==> src/rtl/bfl_pkg.sv <==
`default_nettype none
// ----------------------------------------------------------------------------
// bfl_pkg: shared types and constants for the bounded free list
// Word layouts, request and status codes, list sizing and sequencer states.
// ----------------------------------------------------------------------------
package bfl_pkg;

	localparam int CAPACITY   = 16;
	localparam int BLOCK_BITS = 16;

	localparam int IDX_W   = (CAPACITY > 1) ? $clog2(CAPACITY) : 1;
	localparam int COUNT_W = $clog2(CAPACITY + 1);

	localparam int KIND_W        = 3;
	localparam int BLOCK_ID_W    = 16;
	localparam int STATUS_W      = 2;
	localparam int ENTRY_COUNT_W = 5;

	localparam logic [KIND_W-1:0] KIND_PUSH_FRONT = 3'd0;
	localparam logic [KIND_W-1:0] KIND_PUSH_BACK  = 3'd1;
	localparam logic [KIND_W-1:0] KIND_POP_FRONT  = 3'd2;
	localparam logic [KIND_W-1:0] KIND_REMOVE     = 3'd3;
	localparam logic [KIND_W-1:0] KIND_FIND       = 3'd4;

	localparam logic [STATUS_W-1:0] ST_OK      = 2'd0;
	localparam logic [STATUS_W-1:0] ST_FULL    = 2'd1;
	localparam logic [STATUS_W-1:0] ST_EMPTY   = 2'd2;
	localparam logic [STATUS_W-1:0] ST_MISSING = 2'd3;

	typedef struct packed {
		logic [KIND_W-1:0]     kind;
		logic [BLOCK_ID_W-1:0] block_id;
	} req_t;

	typedef struct packed {
		logic [STATUS_W-1:0]      status;
		logic [BLOCK_ID_W-1:0]    result_block;
		logic [ENTRY_COUNT_W-1:0] entry_count;
	} rsp_t;

	typedef enum logic [2:0] {
		S_IDLE,
		S_SHUP,
		S_SCAN,
		S_SHDN,
		S_FIN
	} state_t;

endpackage

`default_nettype wire

==> src/rtl/bounded_free_list.sv <==
`default_nettype none
// Throughput: one request at a time; the entry array has one read and one
// write port and the sequencer walks it one entry per cycle.
// A finished result waits in an output register while the next request is taken.
// Reset clears the entry count, the sequencer state and the output valid; the entry array is not reset.
// ----------------------------------------------------------------------------
// bounded_free_list: ordered list of free block numbers
// Push front/back, pop front, remove first match and find, sequenced over
// an entry array with one read and one write port and one compare per cycle.
// ----------------------------------------------------------------------------
module bounded_free_list (
	input  wire logic          clk,
	input  wire logic          arst_n,
	input  wire logic          req_valid,
	output logic               req_ready,
	input  wire bfl_pkg::req_t req,
	output logic               rsp_valid,
	input  wire logic          rsp_ready,
	output bfl_pkg::rsp_t      rsp
);
	import bfl_pkg::*;

	logic [BLOCK_BITS-1:0] list_q [CAPACITY];

	state_t                state_q, state_d;
	logic [KIND_W-1:0]     kind_q, kind_d;
	logic [BLOCK_BITS-1:0] blk_q, blk_d;
	logic [IDX_W-1:0]      ptr_q, ptr_d;
	logic [COUNT_W-1:0]    count_q, count_d;
	logic [STATUS_W-1:0]   status_q, status_d;
	logic [BLOCK_BITS-1:0] res_q, res_d;
	logic                  rsp_valid_q;
	rsp_t                  rsp_q;

	logic                  wr_en;
	logic [IDX_W-1:0]      wr_idx;
	logic [BLOCK_BITS-1:0] wr_data;
	logic [IDX_W-1:0]      rd_idx;
	logic [BLOCK_BITS-1:0] rd_data_q;
	logic                  rsp_load;
	logic [COUNT_W-1:0]    ptr_nxt;
	logic                  full;
	logic                  empty;

	assign ptr_nxt = COUNT_W'(ptr_q) + COUNT_W'(1);
	assign full    = (count_q == COUNT_W'(CAPACITY));
	assign empty   = (count_q == '0);

	always_ff @(posedge clk) begin
		if (wr_en) begin
			list_q[wr_idx] <= wr_data;
		end
		rd_data_q <= list_q[rd_idx];
	end

	always_ff @(posedge clk or negedge arst_n) begin
		if (!arst_n) begin
			state_q     <= S_IDLE;
			count_q     <= '0;
			rsp_valid_q <= 1'b0;
		end else begin
			state_q <= state_d;
			count_q <= count_d;
			if (rsp_load) begin
				rsp_valid_q <= 1'b1;
			end else if (rsp_ready) begin
				rsp_valid_q <= 1'b0;
			end
		end
	end

	always_ff @(posedge clk) begin
		kind_q   <= kind_d;
		blk_q    <= blk_d;
		ptr_q    <= ptr_d;
		status_q <= status_d;
		res_q    <= res_d;
		if (rsp_load) begin
			rsp_q.status       <= status_q;
			rsp_q.result_block <= BLOCK_ID_W'(res_q);
			rsp_q.entry_count  <= ENTRY_COUNT_W'(count_q);
		end
	end

	always_comb begin
		state_d   = state_q;
		kind_d    = kind_q;
		blk_d     = blk_q;
		ptr_d     = ptr_q;
		count_d   = count_q;
		status_d  = status_q;
		res_d     = res_q;
		wr_en     = 1'b0;
		wr_idx    = ptr_q;
		wr_data   = blk_q;
		rsp_load  = 1'b0;
		req_ready = 1'b0;
		unique case (state_q)
			S_IDLE: begin
				req_ready = 1'b1;
				if (req_valid) begin
					kind_d   = req.kind;
					blk_d    = req.block_id[BLOCK_BITS-1:0];
					status_d = ST_OK;
					res_d    = '0;
					ptr_d    = '0;
					case (req.kind) inside
						KIND_PUSH_FRONT, KIND_PUSH_BACK: begin
							if (full) begin
								status_d = ST_FULL;
								state_d  = S_FIN;
							end else begin
								ptr_d   = count_q[IDX_W-1:0];
								state_d = S_SHUP;
							end
						end
						KIND_POP_FRONT: begin
							if (empty) begin
								status_d = ST_EMPTY;
								state_d  = S_FIN;
							end else begin
								state_d = S_SCAN;
							end
						end
						KIND_REMOVE, KIND_FIND: begin
							if (empty) begin
								status_d = ST_MISSING;
								state_d  = S_FIN;
							end else begin
								state_d = S_SCAN;
							end
						end
						default: begin
							state_d = S_FIN;
						end
					endcase
				end
			end
			S_SHUP: begin
				// push front: move entries up one place from the top, then drop the new block in; push back writes it at the end
				wr_en  = 1'b1;
				if (kind_q == KIND_PUSH_BACK || ptr_q == '0) begin
					wr_data = blk_q;
					count_d = count_q + COUNT_W'(1);
					res_d   = blk_q;
					state_d = S_FIN;
				end else begin
					wr_data = rd_data_q;
					ptr_d   = ptr_q - IDX_W'(1);
				end
			end
			S_SCAN: begin
				// pop is a remove that matches the front entry
				if (kind_q == KIND_POP_FRONT || rd_data_q == blk_q) begin
					res_d   = rd_data_q;
					state_d = (kind_q == KIND_FIND) ? S_FIN : S_SHDN;
				end else if (ptr_nxt == count_q) begin
					status_d = ST_MISSING;
					state_d  = S_FIN;
				end else begin
					ptr_d = ptr_q + IDX_W'(1);
				end
			end
			S_SHDN: begin
				// close the gap left by the removed entry
				if (ptr_nxt == count_q) begin
					count_d = count_q - COUNT_W'(1);
					state_d = S_FIN;
				end else begin
					wr_en   = 1'b1;
					wr_data = rd_data_q;
					ptr_d   = ptr_q + IDX_W'(1);
				end
			end
			S_FIN: begin
				// hold until the output register is free
				if (!rsp_valid_q || rsp_ready) begin
					rsp_load = 1'b1;
					state_d  = S_IDLE;
				end
			end
			default: begin
				state_d = S_IDLE;
			end
		endcase
		// fetch the entry that the next state looks at
		unique case (state_d)
			S_SHUP:  rd_idx = ptr_d - IDX_W'(1);
			S_SHDN:  rd_idx = ptr_d + IDX_W'(1);
			default: rd_idx = ptr_d;
		endcase
	end

	assign rsp_valid = rsp_valid_q;
	assign rsp       = rsp_q;

`ifndef SYNTHESIS
	a_count_bound: assert property (@(posedge clk) disable iff (!arst_n)
		count_q <= COUNT_W'(CAPACITY))
		else $error("entry count beyond capacity");

	a_scan_in_range: assert property (@(posedge clk) disable iff (!arst_n)
		state_q == S_SCAN |-> COUNT_W'(ptr_q) < count_q)
		else $error("scan pointer past last entry");

	a_shdn_nonempty: assert property (@(posedge clk) disable iff (!arst_n)
		state_q == S_SHDN |-> count_q != '0)
		else $error("removal on empty list");

	a_fail_zero: assert property (@(posedge clk) disable iff (!arst_n)
		rsp_valid && rsp.status != ST_OK |-> rsp.result_block == '0)
		else $error("failed request returned a block");

	a_push_grows: assert property (@(posedge clk) disable iff (!arst_n)
		state_q == S_SHUP && state_d == S_FIN |=> count_q == $past(count_q) + COUNT_W'(1))
		else $error("push did not grow the list by one");
`endif

endmodule

`default_nettype wire

==> config.mk <==
export PLATFORM = sky130hd
export DESIGN_NAME = bounded_free_list
export DESIGN_NICKNAME = d
export VERILOG_FILES = /design/src/rtl/bfl_pkg.sv /design/src/rtl/bounded_free_list.sv
export SDC_FILE = /design/constraint.sdc
export NUM_CORES = 1
export LEC_CHECK = 0
export BUFFER_PORTS_ARGS = -buffer_cell sky130_fd_sc_hd__buf_2
export CAP_MARGIN = 5
export CELL_PAD_IN_SITES_DETAIL_PLACEMENT = 1
export CELL_PAD_IN_SITES_GLOBAL_PLACEMENT = 2
export CORE_ASPECT_RATIO = 0.5
export CORE_MARGIN = 2
export CORE_UTILIZATION = 48
export CTS_BUF_LIST = sky130_fd_sc_hd__clkbuf_8
export CTS_CLUSTER_DIAMETER = 120
export DETAILED_ROUTE_END_ITERATION = 6
export PLACE_DENSITY_LB_ADDON = 0.15
export SYNTH_ARGS = -nofsm -noshare
export SYNTH_HDL_FRONTEND = slang
export SYNTH_SLANG_ARGS = --single-unit
==> constraint.sdc <==
create_clock -name clk -period 5.97 [get_ports clk]
set_input_delay 1.194 -clock clk [delete_from_list [all_inputs] [get_ports clk]]
set_output_delay 1.194 -clock clk [all_outputs]
set_load 0.01 [all_outputs]
==> summary.md, run 1 <==
| Metric | Value |
|---|---|
| Outcome | `completed` |
| Critical Path AT | `6.14 ns` |
| Layout Cells excl Fill | `1,471` |
| Syn nets | `988` |
| Clk_skew | `0.0191 ns` |
| Antenna Cells | `0` |
| CTS Buf Count | `49` |
| Via count | `8,831` |
| Max-slew violations | `0` |
| Largest net degree at the start of global routing | `46` |
| Asr flop ratio synth | `0.0261` |
| Die W | `250 µm` |
| Site Rows | `44` |
| R2R cell count | `15` |
| Final setup violating endpoints | `0` |
| Number of setup buffers added after CTS | `0` |
| Hold Path Class | `reg -> reg` |
| GRT Overall Usage | `0.246` |
| Post-synthesis mux area share | `0.0983` |
| Synth cell types | `70` |
| Yosys warns | `0` |
| WP buf/inv | `2` |
| Pwr dens | `584 nW/µm²` |
| Setup crit end kind | `flop` |
| Crit path to | `rd_data_q[9]$_DFF_P_` |
| Slowest stage cell, crit path | `a2111oi_4` |
| Compound-Gate Fraction of Synth Area | `0.0925` |
| Area Overhead vs Synth | `12.8%` |
| Sequential area share after synthesis | `0.696` |
| R2r setup slk | `0.30 ns` |
| CP dominant cell by count | `mux2_2` |
| First-pass GRT wire length | `57.6 mm` |
| Vias in the first global route | `9,206` |
| Hold-fix buffers, CTS | `0` |
| DRT iter0 DRCs | `694` |
| Worst-path maximum fanout | `45` |
| FMAX | `176 MHz` |
| Detailed placer's ending HPWL | `23.8 mm` |
| Layout Nets | `1,074` |
| Fillers | `2,775` |
| Core box area | `29,400 µm²` |
| Initial antenna violation count | `0` |
| WL per Instance | `26.2 µm` |
| P_leak | `5.66 nW` |
| Peak VDD IR | `318 µV` |
| Worst Path Required | `6.43 ns` |
| Ys flop type | `edfxtp_1` |
| Die ar. | `31,800 µm²` |
| Post-CTS sizing | `0` |
| Post-synth EDFFs | `316` |
| Tcrit/Tclk final | `0.950` |
| Largest family of logic cells by synthesized area | `multiplexers` |
| Synth Area in XOR/XNOR | `0.0169` |
| Critical setup path kind | `reg -> reg` |
| Syn Area/Cell | `15.2 µm²` |
| Max Cap Viol | `0` |
| CTS tree | `done` |
| Crit path launch type | `flop` |
| Reg2Reg Capture Point | `rd_data_q[9]$_DFF_P_` |
| Setup_tns | `0 ns` |
| Worst-path clk slew | `0.07 ns` |
| Adder-cell area share of the yosys netlist | `0.0105` |
| Depth of the CTS H-tree | `2` |
| Routability cong. | `0.843` |
| Worst-Skew Late Latency | `0.61 ns` |
| PortBufs | `47` |
| Mapped Area | `14,500 µm²` |
| CP startpoint | `ptr_q[0]$_DFF_P_` |
| Simple logic cell fraction of the synthesized area | `0.0604` |
| Die Ht | `127 µm` |
| R2r startpoint | `ptr_q[0]$_DFF_P_` |
| Max clock buf depth | `3` |
| Drt drc | `0` |
| Number of cells on the critical path | `15` |
| Share of cells above drive strength 1 | `0.237` |
| RSZ-0062 raised after global routing | `no` |
| Root buffer cell | `clkbuf_8` |
| Slew HR | `0.223` |
| Tmin final | `5.67 ns` |
| Mapped Cells | `954` |
| 1st-pass router iterations | `5` |
| Post-route ant nets | `0` |
| Gr ovfl total | `0` |
| Initial core utilization | `0.495` |
| IO Pins | `48` |
| Final Hold Fails | `0` |
| Drt total wl | `38.5 mm` |
| Worst hold slack | `0.423 ns` |
| #FFs+latches synth | `345` |
| Critical-path cell list | `ha_1 > and3b_1 > o21ai_0 > a2111oi_4 > nor3_1 > mux2_2 > nor2_1 > inv_1 > fa_1 > mux2_8 > buf_12 > mux2_2 > a21oi_1 > a211oi_1 > or4_1` |
| Top delay family on crit path | `simple AND/OR/NAND/NOR gates` |
| Tightest Pin Transition | `1.16 ns` |
| Vias per cell | `6.00` |
| CTS sink cnt | `345` |
| Largest stage delay, worst path | `0.72 ns` |
| Placed Instances | `1,378` |
-- how the worst min path moves through the flow --
stage               slack, ns  cells past startpoint                 startpoint                     end
floorplan                0.40                      0         res_q[5]$_DFFE_PP_       rsp[10]$_DFFE_PP_
global placement         0.41                      0  status_q[1]$_SDFFCE_PP1P_       rsp[22]$_DFFE_PP_
detailed placement       0.41                      0        res_q[11]$_DFFE_PP_       rsp[16]$_DFFE_PP_
CTS                      0.43                      1                     arst_n  count_q[3]$_DFFE_PN0P_
global route             0.43                      0        res_q[11]$_DFFE_PP_       rsp[16]$_DFFE_PP_
finish                   0.42                      0        res_q[11]$_DFFE_PP_       rsp[16]$_DFFE_PP_
-- metal layers --
layer / share of wire / GRT usage / vias up
met5: 0 / 0 / -
met4: 0.022 / 0.0747 / 0
met3: 0.082 / 0.0642 / 68
met2: 0.44 / 0.375 / 337
met1: 0.45 / 0.350 / 4522
li1: - / - / 3904
-- through the flow --
| stage | area (µm²) | worst slack (ns) | util | total power [W] |
|---|---|---|---|---|
| 2_1_floorplan | 14500 | 0.310 | - | 0.00645 |
| 3_3_place_gp | 15500 | 0.454 | 0.526 | 0.00764 |
| 3_5_place_dp | 15500 | 0.185 | 0.526 | 0.00780 |
| 4_1_cts | 16400 | 0.165 | 0.557 | 0.00959 |
| 5_1_grt | 16400 | 0.00182 | 0.558 | 0.0101 |
| 6_report | 16400 | 0.297 | 0.558 | 0.00958 |
-- cells in the final DEF, fill, tap and decap left out, types with 5 or more instances in the layout --
cell type  instances
edfxtp_1         316
dfxtp_1           20
mux2_2            63
o21ai_0            5
buf_4             38
inv_1             38
or4_1             16
nor3_1            11
nand3_1           19
a22o_1            16
clkinv_1           9
buf_2             47
ha_1               9
a21oi_1           71
a211oi_1          69
clkbuf_8          54
nor2_1            19
nand2_1           50
nor2_2            13
buf_12             6
xnor2_1           25
mux2i_1           64
nand2b_1           6
dfrtp_1            9
-- registers in the layout (all words and copies together), names as in the netlist, 3 cells and up --
name       flops
ptr_q          4
state_q        3
rsp           23
kind_q         3
count_q        5
blk_q         16
list_q       256
res_q         16
rd_data_q     16
-- Yosys cell counts, types with 2 or more instances --
cell type	number	area, µm²
edfxtp_1	316	9490
mux2i_1	64	641
a22o_1	16	140
mux2_2	64	721
a31o_2	2	17.5
a21oi_1	71	355
a32oi_1	2	17.5
buf_6	9	101
a21o_1	3	22.5
fa_1	2	40.0
dfxtp_1	20	400
and2_1	2	12.5
nand4_1	4	25.0
nand2_1	50	188
nor3b_1	2	15.0
buf_4	3	22.5
ha_1	9	113
nor2b_1	4	25.0
o31ai_1	2	15.0
nand3_1	19	95.1
a221oi_1	2	17.5
xnor2_1	25	219
nand2b_1	6	37.5
dfrtp_1	9	225
nor2_1	32	120
mux2_1	4	45.0
a31oi_1	6	37.5
nor3_1	15	75.1
or2_2	2	12.5
clkbuf_1	20	75.1
or4_1	16	120
inv_1	15	56.3
buf_1	5	18.8
nor4_1	2	12.5
a211oi_1	69	518
xor2_1	3	26.3
buf_2	19	95.1
a2111oi_0	2	17.5
o21ai_0	5	25.0
o211ai_1	3	22.5
-- area by class of cell --
class,count,area (µm²),area share
flip-flops and latches,345,10100,0.617
multi-input cells,537,4170,0.254
clock buffers,54,743,0.0453
repair buffers,91,641,0.0391
well taps,391,489,0.0298
clock inverters,37,185,0.0113
inverters,16,60.1,0.00366
-- power breakdown --
group	switching (W)	total, W	internal (W)
combinational	0.00259	0.00423	0.00164
clock	0.000911	0.00179	0.000878
sequential	0.000289	0.00356	0.00327
-- cells by family (layout without fill, tap and decap cells) --
logic type	after synthesis	in the layout
buf+inv	72	198
simple gates	169	169
mux	133	133
flops	345	345
compound gates	196	196
fa+ha+maj	11	11
xor+xnor	28	28
Note: power is estimated with default switching activity, not from simulation.
==> run 2, diff against run 1 <==
--- a/config.mk
+++ b/config.mk
@@ -5,13 +5,14 @@
 export SDC_FILE = /design/constraint.sdc
 export NUM_CORES = 1
 export LEC_CHECK = 0
+export ABC_AREA = 1
 export BUFFER_PORTS_ARGS = -buffer_cell sky130_fd_sc_hd__buf_2
 export CAP_MARGIN = 5
 export CELL_PAD_IN_SITES_DETAIL_PLACEMENT = 1
 export CELL_PAD_IN_SITES_GLOBAL_PLACEMENT = 2
 export CORE_ASPECT_RATIO = 0.5
 export CORE_MARGIN = 2
-export CORE_UTILIZATION = 48
+export CORE_UTILIZATION = 39
 export CTS_BUF_LIST = sky130_fd_sc_hd__clkbuf_8
 export CTS_CLUSTER_DIAMETER = 120
 export DETAILED_ROUTE_END_ITERATION = 6
==> constraint.sdc (replaced) <==
create_clock -name clk -period 4.8 [get_ports clk]
set_input_delay 0.96 -clock clk [delete_from_list [all_inputs] [get_ports clk]]
set_output_delay 0.96 -clock clk [all_outputs]
set_load 0.01 [all_outputs]
==> summary.md, run 2 <==
| Metric | Value |
|---|---|
| PortBufs | `47 (unchanged)` |
| Final Hold Fails | `0 (unchanged)` |
| Setup crit end kind | `flop` |
| DRT iter0 DRCs | `905 (+30%)` |
| Critical-path cell list | `inv_2 > ha_1 > xnor2_1 > nand3_1 > nor2_1 > nand2_1 > nand2_1 > inv_1 > a31oi_1 > nand2_1 > nand2_1 > fa_1 > nand2_1 > nand2_2 > buf_12 > nand3_1 > nand3_1 > nand3_1 > nand2_1` |
| Gr ovfl total | `0 (unchanged)` |
| Area Overhead vs Synth | `12.4%` |
| Core box area | `39,100 µm² (+33%)` |
| CTS Buf Count | `51 (+4.1%)` |
| Post-route ant nets | `0 (unchanged)` |
| Fin area | `17,500 µm² (+6.4%)` |
| Worst-Skew Late Latency | `0.64 ns (+0.03 ns)` |
| Most common cell after layout, fill and taps aside | `nand2_1` |
| Yosys warns | `0 (unchanged)` |
| First-pass GRT wire length | `70.6 mm (+22%)` |
| Post-CTS sizing | `0 (unchanged)` |
| Final setup violating endpoints | `0 (unchanged)` |
| Slew HR | `0.261 (+0.0377)` |
| Fin util | `0.447 (-0.111)` |
| Largest stage delay, worst path | `0.54 ns (-0.18 ns)` |
| R2R cell count | `19 (+4)` |
| Top reg by flops | `list_q` |
| Synth cell types | `42 (-40%)` |
| Vias per cell | `5.18 (-14%)` |
| Top cells by count, synth | `338 x nand2_1, 316 x edfxtp_1, 282 x nand3_1` |
| Worst-path maximum fanout | `21 (-53%)` |
| Drt total wl | `47.0 mm (+22%)` |
| Pwr dens | `783 nW/µm² (+34%)` |
| IO Pins | `48 (unchanged)` |
| FMAX | `232 MHz (+31%)` |
| 1st-pass router iterations | `6 (+1)` |
| Largest net degree at the start of global routing | `81 (+76%)` |
| Critical Path AT | `4.81 ns (-1.33 ns)` |
| Max reg flops | `256 (unchanged)` |
| Synth area leaders | `edfxtp_1 61%, nand3_1 9.1%, nand2_1 8.2%` |
| Via count | `11,200 (+26%)` |
| Layout Nets | `1,614 (+50%)` |
| CTS sink cnt | `345 (unchanged)` |
| Detailed placer's ending HPWL | `27.8 mm (+17%)` |
| Mapped Cells | `1,507 (+58%)` |
| Max Cap Viol | `0 (unchanged)` |
| Max clock buf depth | `3 (unchanged)` |
| Drt drc | `0 (unchanged)` |
| Die W | `286 µm (+14%)` |
| Die Ht | `145 µm (+14%)` |
| RSZ-0062 raised after global routing | `no` |
| Asr flop ratio synth | `0.0261 (unchanged)` |
| Antenna Cells | `0 (unchanged)` |
| Die ar. | `41,500 µm² (+31%)` |
| GRT Overall Usage | `0.228 (-0.0184)` |
| WL per Instance | `21.9 µm (-16%)` |
| Ys flop type | `edfxtp_1` |
| CP dominant cell by count | `nand2_1` |
| Worst Path Required | `5.29 ns (-1.14 ns)` |
| Number of setup buffers added after CTS | `0 (unchanged)` |
| Share of cells above drive strength 1 | `0.118 (-0.119)` |
| Top cell type's share of synthesized area | `0.611 (-0.0418)` |
| Sequential area share after synthesis | `0.651 (-0.0445)` |
| Root buffer cell | `clkbuf_8` |
| Routability cong. | `0.825 (-2.2%)` |
| Placed Instances | `2,057 (+49%)` |
| P_leak | `7.34 nW (+30%)` |
| Clk_skew | `0.0421 ns (+0.0230 ns)` |
| Mapped Area | `15,500 µm² (+6.8%)` |
| Placed instance area | `16,500 µm² (+6.9%)` |
| Depth of the CTS H-tree | `2 (unchanged)` |
| Hold-fix buffers, CTS | `0 (unchanged)` |
| Setup_tns | `0 ns (unchanged)` |
| Cell accounting for the most synthesized area | `edfxtp_1` |
| Vias in the first global route | `11,300 (+23%)` |
| Most frequent cells in the layout | `337 x nand2_1, 316 x edfxtp_1, 294 x inv_1` |
| Crit path launch type | `flop` |
| Tmin final | `4.32 ns (-1.35 ns)` |
| Initial core utilization | `0.398 (-0.0968)` |
| Max-slew violations | `0 (unchanged)` |
| Slowest stage cell, crit path | `dfxtp_1` |
| Fillers | `4,356 (+57%)` |
| CTS tree | `done` |
| Syn Area/Cell | `10.3 µm² (-32%)` |
| Count leader, synth | `nand2_1` |
| Peak VDD IR | `861 µV (+170%)` |
| Site Rows | `51 (+16%)` |
| Syn nets | `1,541 (+56%)` |
| Tightest Pin Transition | `1.11 ns (-0.0523 ns)` |
| Critical setup path kind | `reg -> reg` |
| Worst-path clk slew | `0.06 ns (about the same)` |
| Post-synth EDFFs | `316 (unchanged)` |
| Hold Path Class | `in -> async` |
| Tcrit/Tclk final | `0.900 (-0.0506)` |
| #FFs+latches synth | `345 (unchanged)` |
| Outcome | `completed` |
| Initial antenna violation count | `3 (+3)` |
| Layout Cells excl Fill | `2,151 (+46%)` |
## run 2: per-layer routing
| metal | up-vias | wire (µm) | track usage |
|---|---|---|---|
| li1 | 5158 | - | - |
| met1 | 5623 | 23100 | 0.340 |
| met2 | 298 | 20300 | 0.342 |
| met3 | 71 | 2850 | 0.0432 |
| met4 | 0 | 840 | 0.0510 |
| met5 | - | 0 | 0 |
## run 2: path summary, 6_finish.rpt
path                                                start                     end  slack [ns]
min in group clk                status_q[1]$_SDFFCE_PP1P_       rsp[22]$_DFFE_PP_        0.42
worst min register to register  status_q[1]$_SDFFCE_PP1P_       rsp[22]$_DFFE_PP_        0.42
worst max register to register           ptr_q[0]$_DFF_P_    rd_data_q[4]$_DFF_P_        0.48
worst min-delay path                               arst_n    state_q[2]$_DFF_PN0_        0.21
worst max-delay path                     ptr_q[0]$_DFF_P_    rd_data_q[4]$_DFF_P_        0.48
max in group asynchronous                          arst_n  count_q[4]$_DFFE_PN0P_        4.38
## run 2: through the flow
step | worst slack (ns) | total power [W] | hold slack, ns
floorplan | 1.53 | 0.00902 | 0.400
global placement | 0.688 | 0.0113 | 0.402
finish | 0.482 | 0.0137 | 0.212
global route | 0.158 | 0.0146 | 0.205
CTS | 0.512 | 0.0138 | 0.192
detailed placement | 0.510 | 0.0115 | 0.405
## run 2: cell families (layout without fill, tap and decap cells)
kind of cell	after synthesis	in the layout	share of synthesized area
XOR/XNOR	7	7	0.00395
buffers and inverters	343	457	0.0926
AND/OR/NAND/NOR	737	737	0.219
flip-flops	345	345	0.651
adder cells (fa/ha/maj)	11	11	0.00983
AO/OA/AOI/OAI	64	64	0.0234
## run 2: final cells by class
type / instances / area [µm²] / area share
Clock buffer: 53 / 729 / 0.0418
Clock inverter: 41 / 204 / 0.0117
Inverter: 278 / 1040 / 0.0598
Multi-Input combinational cell: 819 / 4090 / 0.234
Sequential cell: 345 / 10100 / 0.579
Tap cell: 530 / 663 / 0.0380
Timing Repair Buffer: 85 / 608 / 0.0348
## run 2: where the power goes
group          internal (W)  leakage (nW)  switching (W)
combinational       0.00205          3.61        0.00494
sequential          0.00408          3.17       0.000322
clock               0.00108         0.569        0.00119
## run 2: critical path: cells and delay by family, from the launching register on
kind / cells / cell delay [ns]
AOI/OAI and AO/OA: 1 / 0.24
DFF: 1 / 0.54
and+or+nand+nor: 12 / 1.85
adders and majority gates: 2 / 0.82
buffers and inverters: 3 / 0.55
xor gates and xnor gates: 1 / 0.17
==> run 3, diff against run 2 <==
--- a/config.mk
+++ b/config.mk
@@ -12,7 +12,7 @@
 export CELL_PAD_IN_SITES_GLOBAL_PLACEMENT = 2
 export CORE_ASPECT_RATIO = 0.5
 export CORE_MARGIN = 2
-export CORE_UTILIZATION = 39
+export CORE_UTILIZATION = 43
 export CTS_BUF_LIST = sky130_fd_sc_hd__clkbuf_8
 export CTS_CLUSTER_DIAMETER = 120
 export DETAILED_ROUTE_END_ITERATION = 6
==> constraint.sdc (replaced) <==
create_clock -name clk -period 4.3 [get_ports clk]
set_input_delay 0.86 -clock clk [delete_from_list [all_inputs] [get_ports clk]]
set_output_delay 0.86 -clock clk [all_outputs]
set_load 0.01 [all_outputs]
==> summary.md, run 3 (synthesis results as in run 2) <==
| Metric | Value |
|---|---|
| Clk_skew | `0.0302 ns (-0.0119 ns)` |
| Max reg flops | `256 (unchanged)` |
| Critical setup path kind | `reg -> reg` |
| Area Overhead vs Synth | `13.1%` |
| Routability cong. | `0.862 (+4.5%)` |
| Drt drc | `0 (unchanged)` |
| Vias in the first global route | `11,300 (-0.64%)` |
| R2R cell count | `19 (unchanged)` |
| R2r startpoint | `ptr_q[1]$_DFF_P_` |
| Layout Nets | `1,630 (+0.99%)` |
| Final worst slack | `0.424 ns (-0.0575 ns)` |
| Die ar. | `37,700 µm² (-9.1%)` |
| CTS Buf Count | `51 (unchanged)` |
| Combinational share of power | `0.500 (-0.012)` |
| GRT Overall Usage | `0.241 (+0.0134)` |
| Peak VDD IR | `760 µV (-12%)` |
| Int Power | `0.00823 W (+14%)` |
| Core box area | `35,700 µm² (-8.5%)` |
| Largest net degree at the start of global routing | `66 (-19%)` |
| Pwr dens | `865 nW/µm² (+10%)` |
| Fin util | `0.491 (+0.0444)` |
| R2r setup slk | `0.42 ns (-0.06 ns)` |
| Slew HR | `0.257 (-0.00393)` |
| Die Ht | `138 µm (-4.6%)` |
| Via count | `11,100 (-0.17%)` |
| Setup crit end kind | `flop` |
| Max-slew violations | `0 (unchanged)` |
| Worst-Skew Late Latency | `0.61 ns (-0.03 ns)` |
| RSZ-0062 raised after global routing | `no` |
| Net Sw Frac | `0.458 (-0.0138)` |
| Psw | `0.00696 W (+7.9%)` |
| Max Cap Viol | `0 (unchanged)` |
| Depth of the CTS H-tree | `2 (unchanged)` |
| Most frequent cells in the layout | `336 x nand2_1, 316 x edfxtp_1, 282 x inv_1, 282 x nand3_1, 56 x clkbuf_8` |
| Detailed placer's ending HPWL | `27.0 mm (-2.7%)` |
| Tcrit/Tclk final | `0.901 (+0.00170)` |
| Max clock buf depth | `3 (unchanged)` |
| Critical Path AT | `4.43 ns (-0.38 ns)` |
| Drt total wl | `44.9 mm (-4.6%)` |
| DRT iter0 DRCs | `846 (-6.5%)` |
| WL per Instance | `21.1 µm (-3.3%)` |
| First-pass GRT wire length | `68.2 mm (-3.4%)` |
| Tightest Pin Transition | `1.11 ns (+0.00469 ns)` |
| Site Rows | `49 (-3.9%)` |
| PortBufs | `47 (unchanged)` |
| Fin area | `17,600 µm² (+0.62%)` |
| Tmin final | `3.88 ns (-0.442 ns)` |
| Placed instance area | `16,500 µm² (-0.20%)` |
| CTS sink cnt | `345 (unchanged)` |
| IO Pins | `48 (unchanged)` |
| P_leak | `7.44 nW (+1.3%)` |
| Root buffer cell | `clkbuf_8` |
| Die W | `273 µm (-4.7%)` |
| CTS tree | `done` |
| Worst-path maximum fanout | `64 (+200%)` |
| Most common cell after layout, fill and taps aside | `nand2_1` |
| Final setup violating endpoints | `0 (unchanged)` |
| Reg2Reg Capture Point | `rd_data_q[13]$_DFF_P_` |
| Final Hold Fails | `0 (unchanged)` |
| Post-route ant nets | `0 (unchanged)` |
| Initial antenna violation count | `1 (-2)` |
| Clock network power share | `0.176 (+0.010)` |
| Gr ovfl total | `0 (unchanged)` |
| Crit path launch type | `flop` |
| Worst-path clk slew | `0.07 ns (about the same)` |
| Setup_tns | `0 ns (unchanged)` |
| Dpl ws | `0.198 ns (-0.312 ns)` |
| Share of cells above drive strength 1 | `0.135 (+0.0170)` |
| Sequential share of power | `0.324 (+0.002)` |
| Top reg by flops | `list_q` |
| Initial core utilization | `0.435 (+0.0368)` |
| FMAX | `258 MHz (+11%)` |
| Outcome | `completed` |
| Antenna Cells | `0 (unchanged)` |
| Hold Path Class | `in -> async` |
| Worst Path Required | `4.86 ns (-0.43 ns)` |
| Vias per cell | `5.24 (+1.1%)` |
| 1st-pass router iterations | `5 (-1)` |
## run 3: power by group through the flow
stage | logic (W) | registers, W | clock network, W
after floorplan | 0.00525 | 0.00482 | 0
after global placement | 0.00732 | 0.00496 | 0
final | 0.00760 | 0.00492 | 0.00267
after detailed placement | 0.00748 | 0.00499 | 0
after CTS | 0.00752 | 0.00492 | 0.00273
after global routing | 0.00845 | 0.00496 | 0.00286
## run 3: worst max-delay path by stage
stage	startpoint	end	slack (ns)	depth (start not counted)
after global routing	ptr_q[1]$_DFF_P_	rd_data_q[15]$_DFF_P_	0.03	20
final	ptr_q[1]$_DFF_P_	rd_data_q[13]$_DFF_P_	0.42	19
after CTS	ptr_q[0]$_DFF_P_	rd_data_q[12]$_DFF_P_	0.19	19
after detailed placement	ptr_q[0]$_DFF_P_	rd_data_q[12]$_DFF_P_	0.20	19
after floorplan	ptr_q[0]$_DFF_P_	rd_data_q[11]$_DFF_P_	1.04	21
after global placement	ptr_q[0]$_DFF_P_	rd_data_q[9]$_DFF_P_	0.41	19
## run 3: final cells by class
cell class	count	area, µm²
Tap cell	484	606
Timing Repair Buffer	101	728
Sequential cell	345	10100
Fill cell	3993	18200
Clock buffer	56	771
Inverter	278	1040
Multi-Input combinational cell	819	4060
Clock inverter	40	238
## run 3: per-stage QoR
step | cells | hold slack, ns | power [W]
CTS | 2117 | 0.103 | 0.0152
finish | 2123 | 0.130 | 0.0152
global placement | 2021 | 0.402 | 0.0123
global route | 2123 | 0.108 | 0.0163
floorplan | 1507 | 0.400 | 0.0101
detailed placement | 2021 | 0.406 | 0.0125
## run 3: layer usage
layer	track usage	up-vias	wire (µm)
met5	0	-	0
met4	0.0541	0	798
met3	0.0471	77	2830
met2	0.361	284	19300
met1	0.363	5585	22000
li1	-	5185	-
## run 3: worst max-delay path: stages, from the launching register on
cell and delay, ns:
dfxtp_1 0.46, inv_1 0.17, ha_1 0.36, xnor2_1 0.15, nand3_1 0.09, nor2_1 0.17, nand2_2 0.20, nand2_1 0.15
nand2_2 0.07, nor2_2 0.13, nand2_4 0.12, nand2_1 0.19, fa_1 0.47, or2_1 0.26, nand2_2 0.09, buf_12 0.32
nand3_1 0.15, nand3_1 0.11, nand3_1 0.08, nand2_1 0.07
## run 3: timing repair
item | CTS | global route
setup buffers | 0 | 6
hold buffers | 0 | 0
setup endpoints to repair | 0 | 16
gates resized for setup | 0 | 3
